## src/sv/saes_pkg.sv

```systemverilog
// Shared types, constants and S-AES round functions for the CTR cipher block.
// No dependencies; imported by every module of the block.
`default_nettype none

package saes_pkg;

    localparam int BLOCK_W = 16;
    localparam int MODE_W  = 2;
    localparam int INDEX_W = 2;

    localparam logic [MODE_W-1:0] MODE_CTR = 2'd0;
    localparam logic [MODE_W-1:0] MODE_ENC = 2'd1;
    localparam logic [MODE_W-1:0] MODE_DEC = 2'd2;

    localparam logic [INDEX_W-1:0] REG_CIPHER_KEY    = 2'd0;
    localparam logic [INDEX_W-1:0] REG_COUNTER_START = 2'd1;
    localparam logic [INDEX_W-1:0] REG_CIPHER_MODE   = 2'd2;

    localparam logic [BLOCK_W-1:0] KEY_RESET     = 16'd0;
    localparam logic [BLOCK_W-1:0] COUNTER_RESET = 16'd1200;

    localparam logic [7:0] RCON_1 = 8'h80;
    localparam logic [7:0] RCON_2 = 8'h30;

    typedef logic [2:0][BLOCK_W-1:0] round_keys_t;

    typedef struct packed {
        logic                wen;
        logic [INDEX_W-1:0]  index;
        logic [BLOCK_W-1:0]  data;
    } cfg_write_t;

    typedef struct packed {
        logic [MODE_W-1:0]   mode;
        logic [BLOCK_W-1:0]  counter_used;
        logic [BLOCK_W-1:0]  data_block;
    } item_t;

    function automatic logic [3:0] sbox_fwd(input logic [3:0] n);
        logic [3:0] r;
        unique case (n)
            4'h0: r = 4'h9;
            4'h1: r = 4'h4;
            4'h2: r = 4'hA;
            4'h3: r = 4'hB;
            4'h4: r = 4'hD;
            4'h5: r = 4'h1;
            4'h6: r = 4'h8;
            4'h7: r = 4'h5;
            4'h8: r = 4'h6;
            4'h9: r = 4'h2;
            4'hA: r = 4'h0;
            4'hB: r = 4'h3;
            4'hC: r = 4'hC;
            4'hD: r = 4'hE;
            4'hE: r = 4'hF;
            default: r = 4'h7;
        endcase
        return r;
    endfunction

    function automatic logic [3:0] sbox_inv(input logic [3:0] n);
        logic [3:0] r;
        unique case (n)
            4'h0: r = 4'hA;
            4'h1: r = 4'h5;
            4'h2: r = 4'h9;
            4'h3: r = 4'hB;
            4'h4: r = 4'h1;
            4'h5: r = 4'h7;
            4'h6: r = 4'h8;
            4'h7: r = 4'hF;
            4'h8: r = 4'h6;
            4'h9: r = 4'h0;
            4'hA: r = 4'h2;
            4'hB: r = 4'h3;
            4'hC: r = 4'hC;
            4'hD: r = 4'h4;
            4'hE: r = 4'hD;
            default: r = 4'hE;
        endcase
        return r;
    endfunction

    // GF(16) multiply, modulus x^4 + x + 1
    function automatic logic [3:0] gf_mul(input logic [3:0] a, input logic [3:0] b);
        logic [3:0] p;
        logic [3:0] x;
        p = 4'h0;
        x = a;
        for (int i = 0; i < 4; i++) begin
            if (b[i])
            begin
                p = p ^ x;
            end
            x = {x[2:0], 1'b0} ^ (x[3] ? 4'h3 : 4'h0);
        end
        return p;
    endfunction

    function automatic logic [15:0] sub_fwd(input logic [15:0] s);
        return {sbox_fwd(s[15:12]), sbox_fwd(s[11:8]), sbox_fwd(s[7:4]), sbox_fwd(s[3:0])};
    endfunction

    function automatic logic [15:0] sub_inv(input logic [15:0] s);
        return {sbox_inv(s[15:12]), sbox_inv(s[11:8]), sbox_inv(s[7:4]), sbox_inv(s[3:0])};
    endfunction

    function automatic logic [15:0] shift_rows(input logic [15:0] s);
        return {s[15:12], s[3:0], s[7:4], s[11:8]};
    endfunction

    function automatic logic [15:0] mix_cols(input logic [15:0] s, input logic [3:0] diag,
                                             input logic [3:0] off);
        logic [3:0] m0, m1, m2, m3;
        m0 = gf_mul(diag, s[15:12]) ^ gf_mul(off, s[11:8]);
        m1 = gf_mul(off, s[15:12]) ^ gf_mul(diag, s[11:8]);
        m2 = gf_mul(diag, s[7:4]) ^ gf_mul(off, s[3:0]);
        m3 = gf_mul(off, s[7:4]) ^ gf_mul(diag, s[3:0]);
        return {m0, m1, m2, m3};
    endfunction

    function automatic logic [7:0] g_word(input logic [7:0] w, input logic [7:0] rcon);
        return {sbox_fwd(w[3:0]), sbox_fwd(w[7:4])} ^ rcon;
    endfunction

    function automatic round_keys_t expand_key(input logic [15:0] key);
        logic [7:0] w0, w1, w2, w3, w4, w5;
        round_keys_t k;
        w0 = key[15:8];
        w1 = key[7:0];
        w2 = w0 ^ g_word(w1, RCON_1);
        w3 = w2 ^ w1;
        w4 = w2 ^ g_word(w3, RCON_2);
        w5 = w4 ^ w3;
        k[0] = {w0, w1};
        k[1] = {w2, w3};
        k[2] = {w4, w5};
        return k;
    endfunction

    function automatic logic [15:0] encrypt_block(input logic [15:0] b, input round_keys_t k);
        logic [15:0] s;
        s = b ^ k[0];
        s = mix_cols(shift_rows(sub_fwd(s)), 4'h1, 4'h4) ^ k[1];
        s = shift_rows(sub_fwd(s)) ^ k[2];
        return s;
    endfunction

    function automatic logic [15:0] decrypt_block(input logic [15:0] b, input round_keys_t k);
        logic [15:0] s;
        s = b ^ k[2];
        s = sub_inv(shift_rows(s)) ^ k[1];
        s = mix_cols(s, 4'h9, 4'h2);
        s = sub_inv(shift_rows(s)) ^ k[0];
        return s;
    endfunction

endpackage

`default_nettype wire

```

## src/sv/saes_front.sv

```systemverilog
// Front end: accepts input items, tags them with mode and counter value.
// Holds the running counter and mode register. Depends on saes_pkg.
`default_nettype none

module saes_front
    import saes_pkg::*;
(
    input  wire logic         clk,
    input  wire logic         rst_n,
    input  wire cfg_write_t   cfg,
    input  wire logic         push,
    input  wire logic [15:0]  data_block,
    input  wire logic         queue_full,
    output logic              queue_push,
    output item_t             queue_item
);

    logic [MODE_W-1:0]  mode_reg;
    logic [MODE_W-1:0]  mode_next;
    logic [BLOCK_W-1:0] counter_reg;
    logic [BLOCK_W-1:0] counter_next;
    logic               accept;

    assign accept     = push && !queue_full;
    assign queue_push = accept;

    always_comb
    begin
        queue_item.mode         = mode_reg;
        queue_item.data_block   = data_block;
        queue_item.counter_used = (mode_reg == MODE_CTR) ? counter_reg : '0;
    end

    always_comb
    begin
        mode_next    = mode_reg;
        counter_next = counter_reg;
        if (cfg.wen && cfg.index == REG_CIPHER_MODE)
        begin
            mode_next = cfg.data[MODE_W-1:0];
        end
        if (cfg.wen && cfg.index == REG_COUNTER_START)
        begin
            counter_next = cfg.data;
        end
        else if (accept && mode_reg == MODE_CTR)
        begin
            counter_next = counter_reg + 16'd1;
        end
    end

    always_ff @(posedge clk or negedge rst_n)
    begin
        if (!rst_n)
        begin
            mode_reg    <= MODE_CTR;
            counter_reg <= COUNTER_RESET;
        end
        else
        begin
            mode_reg    <= mode_next;
            counter_reg <= counter_next;
        end
    end

endmodule

`default_nettype wire

```

## src/sv/saes_queue.sv

```systemverilog
// Small register queue of tagged items between front and back end.
// Depends on saes_pkg for the item type.
`default_nettype none

module saes_queue
    import saes_pkg::*;
#(
    parameter int DEPTH = 2
)
(
    input  wire logic   clk,
    input  wire logic   rst_n,
    input  wire logic   push,
    input  wire item_t  push_item,
    output logic        full,
    input  wire logic   pop,
    output item_t       head,
    output logic        empty
);

    localparam int PTR_W = (DEPTH > 1) ? $clog2(DEPTH) : 1;
    localparam int CNT_W = $clog2(DEPTH + 1);
    localparam logic [PTR_W-1:0] LAST = PTR_W'(DEPTH - 1);
    localparam logic [CNT_W-1:0] FULL_COUNT = CNT_W'(DEPTH);

    item_t             entry_reg [DEPTH];
    logic [PTR_W-1:0]  wr_ptr_reg;
    logic [PTR_W-1:0]  wr_ptr_next;
    logic [PTR_W-1:0]  rd_ptr_reg;
    logic [PTR_W-1:0]  rd_ptr_next;
    logic [CNT_W-1:0]  count_reg;
    logic [CNT_W-1:0]  count_next;
    logic              do_push;
    logic              do_pop;

    assign full    = (count_reg == FULL_COUNT);
    assign empty   = (count_reg == '0);
    assign do_push = push && !full;
    assign do_pop  = pop && !empty;
    assign head    = entry_reg[rd_ptr_reg];

    always_comb
    begin
        wr_ptr_next = wr_ptr_reg;
        rd_ptr_next = rd_ptr_reg;
        count_next  = count_reg;
        if (do_push)
        begin
            wr_ptr_next = (wr_ptr_reg == LAST) ? '0 : wr_ptr_reg + 1'b1;
        end
        if (do_pop)
        begin
            rd_ptr_next = (rd_ptr_reg == LAST) ? '0 : rd_ptr_reg + 1'b1;
        end
        if (do_push && !do_pop)
        begin
            count_next = count_reg + 1'b1;
        end
        else if (do_pop && !do_push)
        begin
            count_next = count_reg - 1'b1;
        end
    end

    always_ff @(posedge clk or negedge rst_n)
    begin
        if (!rst_n)
        begin
            wr_ptr_reg <= '0;
            rd_ptr_reg <= '0;
            count_reg  <= '0;
        end
        else
        begin
            wr_ptr_reg <= wr_ptr_next;
            rd_ptr_reg <= rd_ptr_next;
            count_reg  <= count_next;
        end
    end

    always_ff @(posedge clk)
    begin
        if (do_push)
        begin
            entry_reg[wr_ptr_reg] <= push_item;
        end
    end

endmodule

`default_nettype wire

```

## src/sv/saes_back.sv

```systemverilog
// Back end: holds the round keys, runs the two S-AES rounds and the output register.
// Depends on saes_pkg for types and round functions.
`default_nettype none

module saes_back
    import saes_pkg::*;
(
    input  wire logic         clk,
    input  wire logic         rst_n,
    input  wire cfg_write_t   cfg,
    input  wire item_t        head,
    input  wire logic         queue_empty,
    output logic              queue_pop,
    output logic              empty,
    input  wire logic         pop,
    output logic [15:0]       result_block,
    output logic [15:0]       counter_used
);

    round_keys_t        keys_reg;
    round_keys_t        keys_next;
    logic               valid_reg;
    logic               valid_next;
    logic [BLOCK_W-1:0] result_reg;
    logic [BLOCK_W-1:0] result_next;
    logic [BLOCK_W-1:0] counter_used_reg;
    logic               take;

    assign take      = !queue_empty && (!valid_reg || pop);
    assign queue_pop = take;
    assign empty        = !valid_reg;
    assign result_block = result_reg;
    assign counter_used = counter_used_reg;

    always_comb
    begin
        keys_next = keys_reg;
        if (cfg.wen && cfg.index == REG_CIPHER_KEY)
        begin
            keys_next = expand_key(cfg.data);
        end
    end

    always_comb
    begin
        unique case (head.mode)
            MODE_CTR: result_next = head.data_block ^ encrypt_block(head.counter_used, keys_reg);
            MODE_ENC: result_next = encrypt_block(head.data_block, keys_reg);
            MODE_DEC: result_next = decrypt_block(head.data_block, keys_reg);
            default:  result_next = head.data_block;
        endcase
    end

    always_comb
    begin
        valid_next = valid_reg;
        if (take)
        begin
            valid_next = 1'b1;
        end
        else if (pop)
        begin
            valid_next = 1'b0;
        end
    end

    always_ff @(posedge clk or negedge rst_n)
    begin
        if (!rst_n)
        begin
            keys_reg  <= expand_key(KEY_RESET);
            valid_reg <= 1'b0;
        end
        else
        begin
            keys_reg  <= keys_next;
            valid_reg <= valid_next;
        end
    end

    always_ff @(posedge clk)
    begin
        if (take)
        begin
            result_reg       <= result_next;
            counter_used_reg <= head.counter_used;
        end
    end

endmodule

`default_nettype wire

```

## src/sv/simplified_aes_ctr_cipher.sv

```systemverilog
// Top level of the S-AES counter-mode cipher: front end, item queue, back end.
// Depends on saes_pkg, saes_front, saes_queue and saes_back.
//
// Input side is a queue: drive data_block with push high; the item is taken
// at a clock edge where full is low. Result side is a queue too: while empty
// is low, result_block and counter_used show the oldest result; pop high at
// an edge takes it.
// Each item gives one result. An accepted item is written into the queue, then
// into the output register, where empty falls; one item per cycle is sustained
// while pop drains the output register, set by the combinational back-end rounds.
// When pop stays low, the output register holds its result, the queue fills
// with QUEUE_DEPTH further items and then full rises.
// Configuration: cfg_write with cfg_index 0 loads the key (round keys are
// expanded on the write), 1 reloads the counter, 2 sets the mode. Write only
// while no items are in flight.
// Reset clears the queue and output register, sets the key to 0, the counter
// to 1200 and the mode to counter mode.
`default_nettype none

module simplified_aes_ctr_cipher
    import saes_pkg::*;
#(
    parameter int QUEUE_DEPTH = 2
)
(
    input  wire logic         clk,
    input  wire logic         rst_n,
    input  wire logic         push,
    output logic              full,
    input  wire logic [15:0]  data_block,
    output logic              empty,
    input  wire logic         pop,
    output logic [15:0]       result_block,
    output logic [15:0]       counter_used,
    input  wire logic         cfg_write,
    input  wire logic [1:0]   cfg_index,
    input  wire logic [15:0]  cfg_data
);

    cfg_write_t cfg;
    item_t      front_item;
    item_t      queue_head;
    logic       front_push;
    logic       queue_full;
    logic       queue_empty;
    logic       back_pop;

    assign cfg.wen   = cfg_write;
    assign cfg.index = cfg_index;
    assign cfg.data  = cfg_data;
    assign full      = queue_full;

    saes_front u_front
    (
        .clk        (clk),
        .rst_n      (rst_n),
        .cfg        (cfg),
        .push       (push),
        .data_block (data_block),
        .queue_full (queue_full),
        .queue_push (front_push),
        .queue_item (front_item)
    );

    saes_queue
    #(
        .DEPTH (QUEUE_DEPTH)
    )
    u_queue
    (
        .clk       (clk),
        .rst_n     (rst_n),
        .push      (front_push),
        .push_item (front_item),
        .full      (queue_full),
        .pop       (back_pop),
        .head      (queue_head),
        .empty     (queue_empty)
    );

    saes_back u_back
    (
        .clk          (clk),
        .rst_n        (rst_n),
        .cfg          (cfg),
        .head         (queue_head),
        .queue_empty  (queue_empty),
        .queue_pop    (back_pop),
        .empty        (empty),
        .pop          (pop),
        .result_block (result_block),
        .counter_used (counter_used)
    );

endmodule

`default_nettype wire
```

## config.mk

```make
export PLATFORM = sky130hd
export DESIGN_NAME = simplified_aes_ctr_cipher
export DESIGN_NICKNAME = d
export VERILOG_FILES = /design/src/sv/saes_pkg.sv /design/src/sv/saes_front.sv /design/src/sv/saes_queue.sv /design/src/sv/saes_back.sv /design/src/sv/simplified_aes_ctr_cipher.sv
export SDC_FILE = /design/constraint.sdc
export NUM_CORES = 1
export LEC_CHECK = 0
export BUFFER_PORTS_ARGS = -buffer_cell sky130_fd_sc_hd__buf_2
export CAP_MARGIN = 30
export CORE_AREA = 4 4 200 202
export DETAILED_ROUTE_END_ITERATION = 16
export DIE_AREA = 0 0 204 206
export HOLD_SLACK_MARGIN = 0.08
export RECOVER_POWER = 100
export SETUP_SLACK_MARGIN = 0.4
export SLEW_MARGIN = 15
export SYNTH_ARGS = -nofsm -noshare
export SYNTH_HDL_FRONTEND = slang
export SYNTH_SLANG_ARGS = --single-unit
```

## constraint.sdc

```tcl
create_clock -name clk -period 6.2 [get_ports clk]
set_input_delay 0.31 -clock clk [delete_from_list [all_inputs] [get_ports clk]]
set_output_delay 0.31 -clock clk [all_outputs]
set_load 0.03 [all_outputs]
```

# After elaboration in Yosys (flattened, before gate mapping)

Memories as Yosys holds them, arrays and structs flattened.
Cells that the tools add are included.
Widths: inputs -> output; s select.

Reduce and logical (&&, ||, !) cells: 23
Muxes and demuxes: 232
Add/sub/neg operators: 5
Equality and inequality tests: 5
Bitwise logic cells: 100

Operator list:

| operator              | count |
|---|---|
| $mux 4                | 148 |
| $xor 16x16->16        | 10 |
| $mux 3                | 32 |
| $mux 2                | 30 |
| $not 1->1             | 53 |
| $mux 16               | 3 |
| $pmux 16 s3           | 1 |
| $xor 4x4->4           | 12 |
| $not 2->2             | 21 |
| $xor 8x8->8           | 4 |
| $mux 1                | 18 |
| $add 16x1->16 const B | 1 |
| $logic_and 1x1->1     | 10 |
| $logic_not 2->1       | 4 |
| $eq 2x2->1 const B    | 3 |
| $reduce_bool 2->1     | 3 |
| $logic_not 1->1       | 5 |
| $eq 2x1->1 const B    | 2 |
| $add 1x1->1 const B   | 2 |
| $add 2x1->2 const B   | 1 |
| $sub 2x1->2 const B   | 1 |
| $logic_or 1x1->1      | 1 |

Input bits: 39
Bits in registers: 103
ROM bits: 1792
Output and inout port bits: 34
Bits in writable memories: 68
Memories kept: 29

Memory list:

| memory            | depth | bits a word | rd ports | clocked after Yosys merged registers in | write ports | RTL line         | RTL |
|---|---|---|---|---|---|---|---|
| u_queue.entry_reg | 2     | 34          | 1        | 0                                       | 1           | saes_queue.sv:26 | `item_t entry_reg [DEPTH];` |
| (no name shown)   | 16    | 4           | 1        | 0                                       | 0           | saes_pkg.sv:41   | `unique case (n)` |
| (no name shown)   | 16    | 4           | 1        | 0                                       | 0           | saes_pkg.sv:41   |  |
| (no name shown)   | 16    | 4           | 1        | 0                                       | 0           | saes_pkg.sv:41   |  |
| (no name shown)   | 16    | 4           | 1        | 0                                       | 0           | saes_pkg.sv:41   |  |
| (no name shown)   | 16    | 4           | 1        | 0                                       | 0           | saes_pkg.sv:41   |  |
| 23 more memories  | n/a   | n/a         | n/a      | n/a                                     | n/a         | n/a              |  |

# Longest topological paths before layout

An unclocked memory read counts as a cell.

Depth after elaboration: 22
Depth in mapped cells: 21

# Cells and area by module

From an unflattened synthesis, not the netlist that was laid out.

Cell total of the unflattened synthesis: 1600
Area total of the unflattened synthesis: 16016.6 um^2

Modules (own cells, without submodules):

| module     | instances | area each (um^2) | sequential area each (um^2) | cells each |
|---|---|---|---|---|
| saes_back  | 1         | 11905.2          | 2200.9                      | 1318 |
| saes_queue | 1         | 2801.4           | 2142.1                      | 125 |
| saes_front | 1         | 1310.0           | 455.4                       | 157 |

# Worst setup path before layout

OpenSTA, ideal clock, no wires.

Path type: reg-to-reg
Start: register u_queue.rd_ptr_reg
End: register u_back.result_reg[12] (netlist: u_back.result_block[12]), data pin
Slack: 1.663 ns
Buffers on the path: 2
Cell stages (with the launch flop): 19
Arrival time: 4.266 ns
Cell sequence: dfrtp_1 -> buf_6 -> buf_12 -> mux2i_2 -> xnor2_1 -> inv_1 -> ha_1 -> or2_2 -> a21oi_1 -> nor4_1 -> nand4b_1 -> xnor2_1 -> xnor2_1 -> inv_1 -> ha_1 -> mux4_2 -> xnor2_1 -> a21oi_1 -> a21oi_1

Cells in the longest elaborated chain, start to end: 19

Ends and longest elaborated chain:

| element                                            | RTL line                         | RTL |
|---|---|---|
| start: declaration                                 | saes_queue.sv:29                 | `logic [PTR_W-1:0] rd_ptr_reg;` |
| start signal: assignment                           | saes_queue.sv:76                 | `rd_ptr_reg <= rd_ptr_next;` |
| $mem_v2 2x34 (*)                                   | n/a                              |  |
| $xor 16x16->16, on equally long branches           | saes_pkg.sv:144, saes_pkg.sv:152 |  |
| $mem_v2 16x4, on equally long branches             | n/a                              |  |
| $mux 4                                             | saes_back.sv:46                  | `unique case (head.mode)` |
| $mux 1, or another cell as far along               | saes_pkg.sv:92                   | `if (b[i])` |
| $mux 4, or another cell as far along               | saes_back.sv:46                  |  |
| $mux 2, or another cell as far along               | saes_pkg.sv:92                   |  |
| $mux 4, or another cell as far along               | saes_back.sv:46                  |  |
| [4 not listed]                                     | n/a                              |  |
| $xor 4x4->4, or another cell as far along          | saes_pkg.sv:116                  | `m0 = gf_mul(diag, s[15:12]) ^ gf_mul(off, s[11:8]);` |
| $xor 16x16->16 / $mux 4 (equally long branches)    | saes_pkg.sv:145, saes_back.sv:46 |  |
| $mem_v2 16x4 / $xor 4x4->4 (equally long branches) | n/a                              |  |
| $mux 4 / $mem_v2 16x4 (equally long branches)      | n/a                              |  |
| $xor 16x16->16 / $mux 4 (equally long branches)    | saes_pkg.sv:146, saes_back.sv:46 |  |
| $xor 16x16->16, on equally long branches           | saes_back.sv:47, saes_pkg.sv:155 |  |
| $pmux 16 s3 (*)                                    | saes_back.sv:46                  |  |
| via u_back.result_next[12]                         | saes_back.sv:25                  | `logic [BLOCK_W-1:0] result_next;` |
| end signal: assignment                             | saes_back.sv:85                  | `result_reg <= result_next;` |
| end: declaration                                   | saes_back.sv:24                  | `logic [BLOCK_W-1:0] result_reg;` |

Mark *: on every way through the listed nets, which the timed path passes. The rest lies on a longest branch. The select of a mux whose other input is x is not followed.
A chain may end at the register's enable or synchronous reset.

# Worst setup path after layout

Ends and elaborated chain as after synthesis.

==> flow_metrics.py <==
metrics = {
    "grt": {
        "grt_max_degree": 77,
        "grt-ovfl-total": 0,
        "antenna_found_initial": 0,
        "grt_pass1_wl_um": 59000,
        "grtUsageTotal": 0.178,
        "grt_pass1_vias": 10517,
    },
    "finish": {
        "syn2layout_area_growth_pct": 10.3,
        "layout-drive-gt1-share": 0.112,
        "antennaDiodeCount": 0,
        "final_nets": 1779,
        "largest_reg_flops": 68,
    },
    "floorplanning": {
        "die_area_um2": 42000,
        "row_count": 72,
        "num_io_pins": 73,
        "die_h_um": 206,
        "core_um2": 38300,
        "fp.dieW_um": 204,
        "start_util": 0.394,
    },
    "worst_setup_path": {
        "path_buf_inv": 2,
        "crit_top_cell": "xnor2_1",
        "cp-start-kind": "register",
        "path_class": "reg -> reg",
        "critical-path-top-delay-family": "XOR/XNOR gates",
        "cp_data_required_time_ns": 6.38,
        "path_cells": "mux2i_1, xnor2_1, inv_1, ha_1, or2_2, a21oi_1, nor4_1, nand4b_1, xnor2_1, xnor2_1, inv_1, ha_1, mux4_2, xnor2_1, a21oi_1, a21oi_1",
        "path_max_fanout": 17,
        "worst_ep_arrival_time_ns": 5.66,
        "cpMaxStageDelayCell": "dfrtp_2",
        "cpPeakStageDelay_ns": 0.80,
        "setup.worst_path.end_class": "register",
    },
    "placement": {
        "dp_hpwl_um": 28500,
        "portBuffers": 72,
        "gp_congestion": 0.882,
    },
    "synthesis": {
        "ys_ff_latch": 171,
        "synth.net_count": 1704,
        "synthFlopType": "edfxtp_1",
        "postSynth.asyncResetShare": 0.415,
        "syn_area_per_cell_um2": 10.1,
        "synthCells": 1491,
        "synth_edf_count": 100,
        "synth_area_um2": 15100,
        "ys_seq_area_frac": 0.318,
        "synth.distinct_cells": 80,
        "yosys.area.top_type_share": 0.199,
        "synth_area_leaders": "edfxtp_1 20%, ha_1 14%, dfrtp_1 9.3%",
        "yosysTopAreaCell": "edfxtp_1",
        "ys_warn_count": 0,
    },
    "clock_network": {
        "post_cts_buffers": 0,
        "path_clk_slew_ns": 0.08,
        "cts.htree.levels": 4,
        "worstSkewPairLatency_ns": 0.44,
        "cts_sinks": 171,
        "cts_max_path_buffers": 2,
        "numCtsBuffers": 17,
        "cts_tree": "built",
        "root_buffer": "clkbuf_16",
    },
    "sta": {
        "tns_ns": 0,
        "hold_viol_final": 0,
        "worst_pin_slew_ns": 2.97,
        "period_share": 0.883,
        "min_period_ns": 5.47,
        "slew_headroom": -0.979,
        "grt_setup_unrepaired": "no",
        "setup_violations": 0,
        "clock_skew_ns": 0.0148,
        "max_freq_mhz": 183,
        "drv_slew": 161,
    },
    "status": {
        "outcome": "finished, violations left",
        "violations": "max-capacitance violations, max-slew violations",
    },
    "route": {
        "wl_um": 37400,
        "avgRoutedWirePerCell_um": 17.8,
        "drcViolationCount": 0,
        "vias": 10631,
        "drt_iter0_markers": 643,
        "viasPerCell": 5.07,
        "drtPass1Iterations": 4,
        "ant_nets": 0,
    },
    "hold_path": {
        "min_path_type": "in -> reg",
    },
    "job": {
        "max_cap_viol_count": 4,
    },
}
final cells by class:
type	count	area, µm²
flip-flops and latches	171	4800
repair buffers	105	558
fillers	3699	21700
multi-input cells	1166	9630
inverters	105	394
well taps	518	648
clock inverters	15	180
clock buffers	17	425
path summary, 6_finish.rpt:
kind                       slack [ns]  cells after the start                       to               start
max in group asynchronous        2.16                      4       u_queue.rd_ptr_reg               rst_n
min in group asynchronous        0.72                      3   u_front.counter_reg[0]               rst_n
setup reg to reg                 0.73                     16  u_back.result_block[12]  u_queue.rd_ptr_reg
hold reg to reg                  0.50                      1       u_queue.wr_ptr_reg  u_queue.wr_ptr_reg
hold / removal                   0.14                      3      u_back.keys_reg[12]        cfg_data[12]
setup / recovery                 0.73                     16  u_back.result_block[12]  u_queue.rd_ptr_reg
cell usage after synthesis, types with 5 or more instances:
cell type and count:
nand3_1 17, nor3b_1 6, nand2_1 150, clkbuf_1 35
ha_1 174, mux2i_1 98, mux2_2 20, o22ai_1 6
and2_1 21, xor2_2 7, o21ai_0 73, mux4_2 14
nor2_1 57, edfxtp_1 100, nor2b_1 9, nand2b_1 11
buf_1 6, dfstp_2 15, o21ai_1 8, a211o_1 5
inv_1 102, mux2i_4 7, and3_1 13, a211oi_1 7
nand3b_1 6, or3_1 5, dfrtp_1 56, o211ai_1 13
mux2i_2 6, xor2_1 81, nor3_1 44, xnor2_2 24
xnor2_1 132, a21oi_1 69, a31oi_1 16
layer usage:
metal  vias up  part of all wire  GRT usage
met4         0             0.013     0.0364
met5         -                 0          0
met2       227              0.47      0.298
met3        38             0.041     0.0239
li1       5297                 -          -
met1      5069              0.47      0.248
layout by cell type (no fill, tap or decap), drive strengths merged, types with 16 or more instances in the layout:
cell and instances:
ha 174, nand2 150, and2 21, inv 112
xor2 89, xnor2 160, clkbuf 77, dfrtp 56
mux2i 111, nor3 44, dlygate4sd3 16, a31oi 16
buf 29, nor2 57, edfxtp 100, o21ai 82
mux2 21, a21oi 72, nand3 17
kinds of logic (layout without fill, tap and decap cells):
| kind of cell | Yosys count | after routing | share of synthesized area |
|---|---|---|---|
| AND/OR/NAND/NOR | 352 | 352 | 0.108 |
| AO/OA/AOI/OAI | 243 | 243 | 0.101 |
| adder cells (fa/ha/maj) | 174 | 174 | 0.144 |
| flip-flops | 171 | 171 | 0.318 |
| XOR/XNOR | 251 | 251 | 0.169 |
| buffers and inverters | 154 | 242 | 0.0414 |
| multiplexers | 146 | 146 | 0.118 |
repair_timing:
action,4_1_cts,5_1_grt
hold endpoints to repair,30,17
setup endpoints to repair,0,0
hold buffers,15,1
resized for setup,0,0
per-stage QoR:
step	hold WS [ns]	instances	setup slack [ns]	instance area (µm²)	utilization
after global placement	0.489	2044	0.973	16000	0.417
after detailed placement	0.491	2046	0.863	16000	0.418
after global routing	0.136	2097	0.292	16600	0.434
after floorplan	0.0144	1491	1.66	15100	-
final	0.144	2097	0.727	16600	0.434
after CTS	0.0977	2093	0.806	16800	0.438
worst reg2reg max path, delay by kind of cell, from the launching register on:
family / cells / cell delay, ns
XOR/XNOR: 4 / 1.63
flip-flops: 1 / 0.80
multiplexers: 2 / 0.75
AND/OR/NAND/NOR: 3 / 0.67
buffers and inverters: 2 / 0.49
adder cells (fa/ha/maj): 2 / 0.49
AO/OA/AOI/OAI: 3 / 0.40
Power is left out: the tool's default activity adds up to more than one toggle a clock period on the data nets, which glitch-free logic cannot reach.
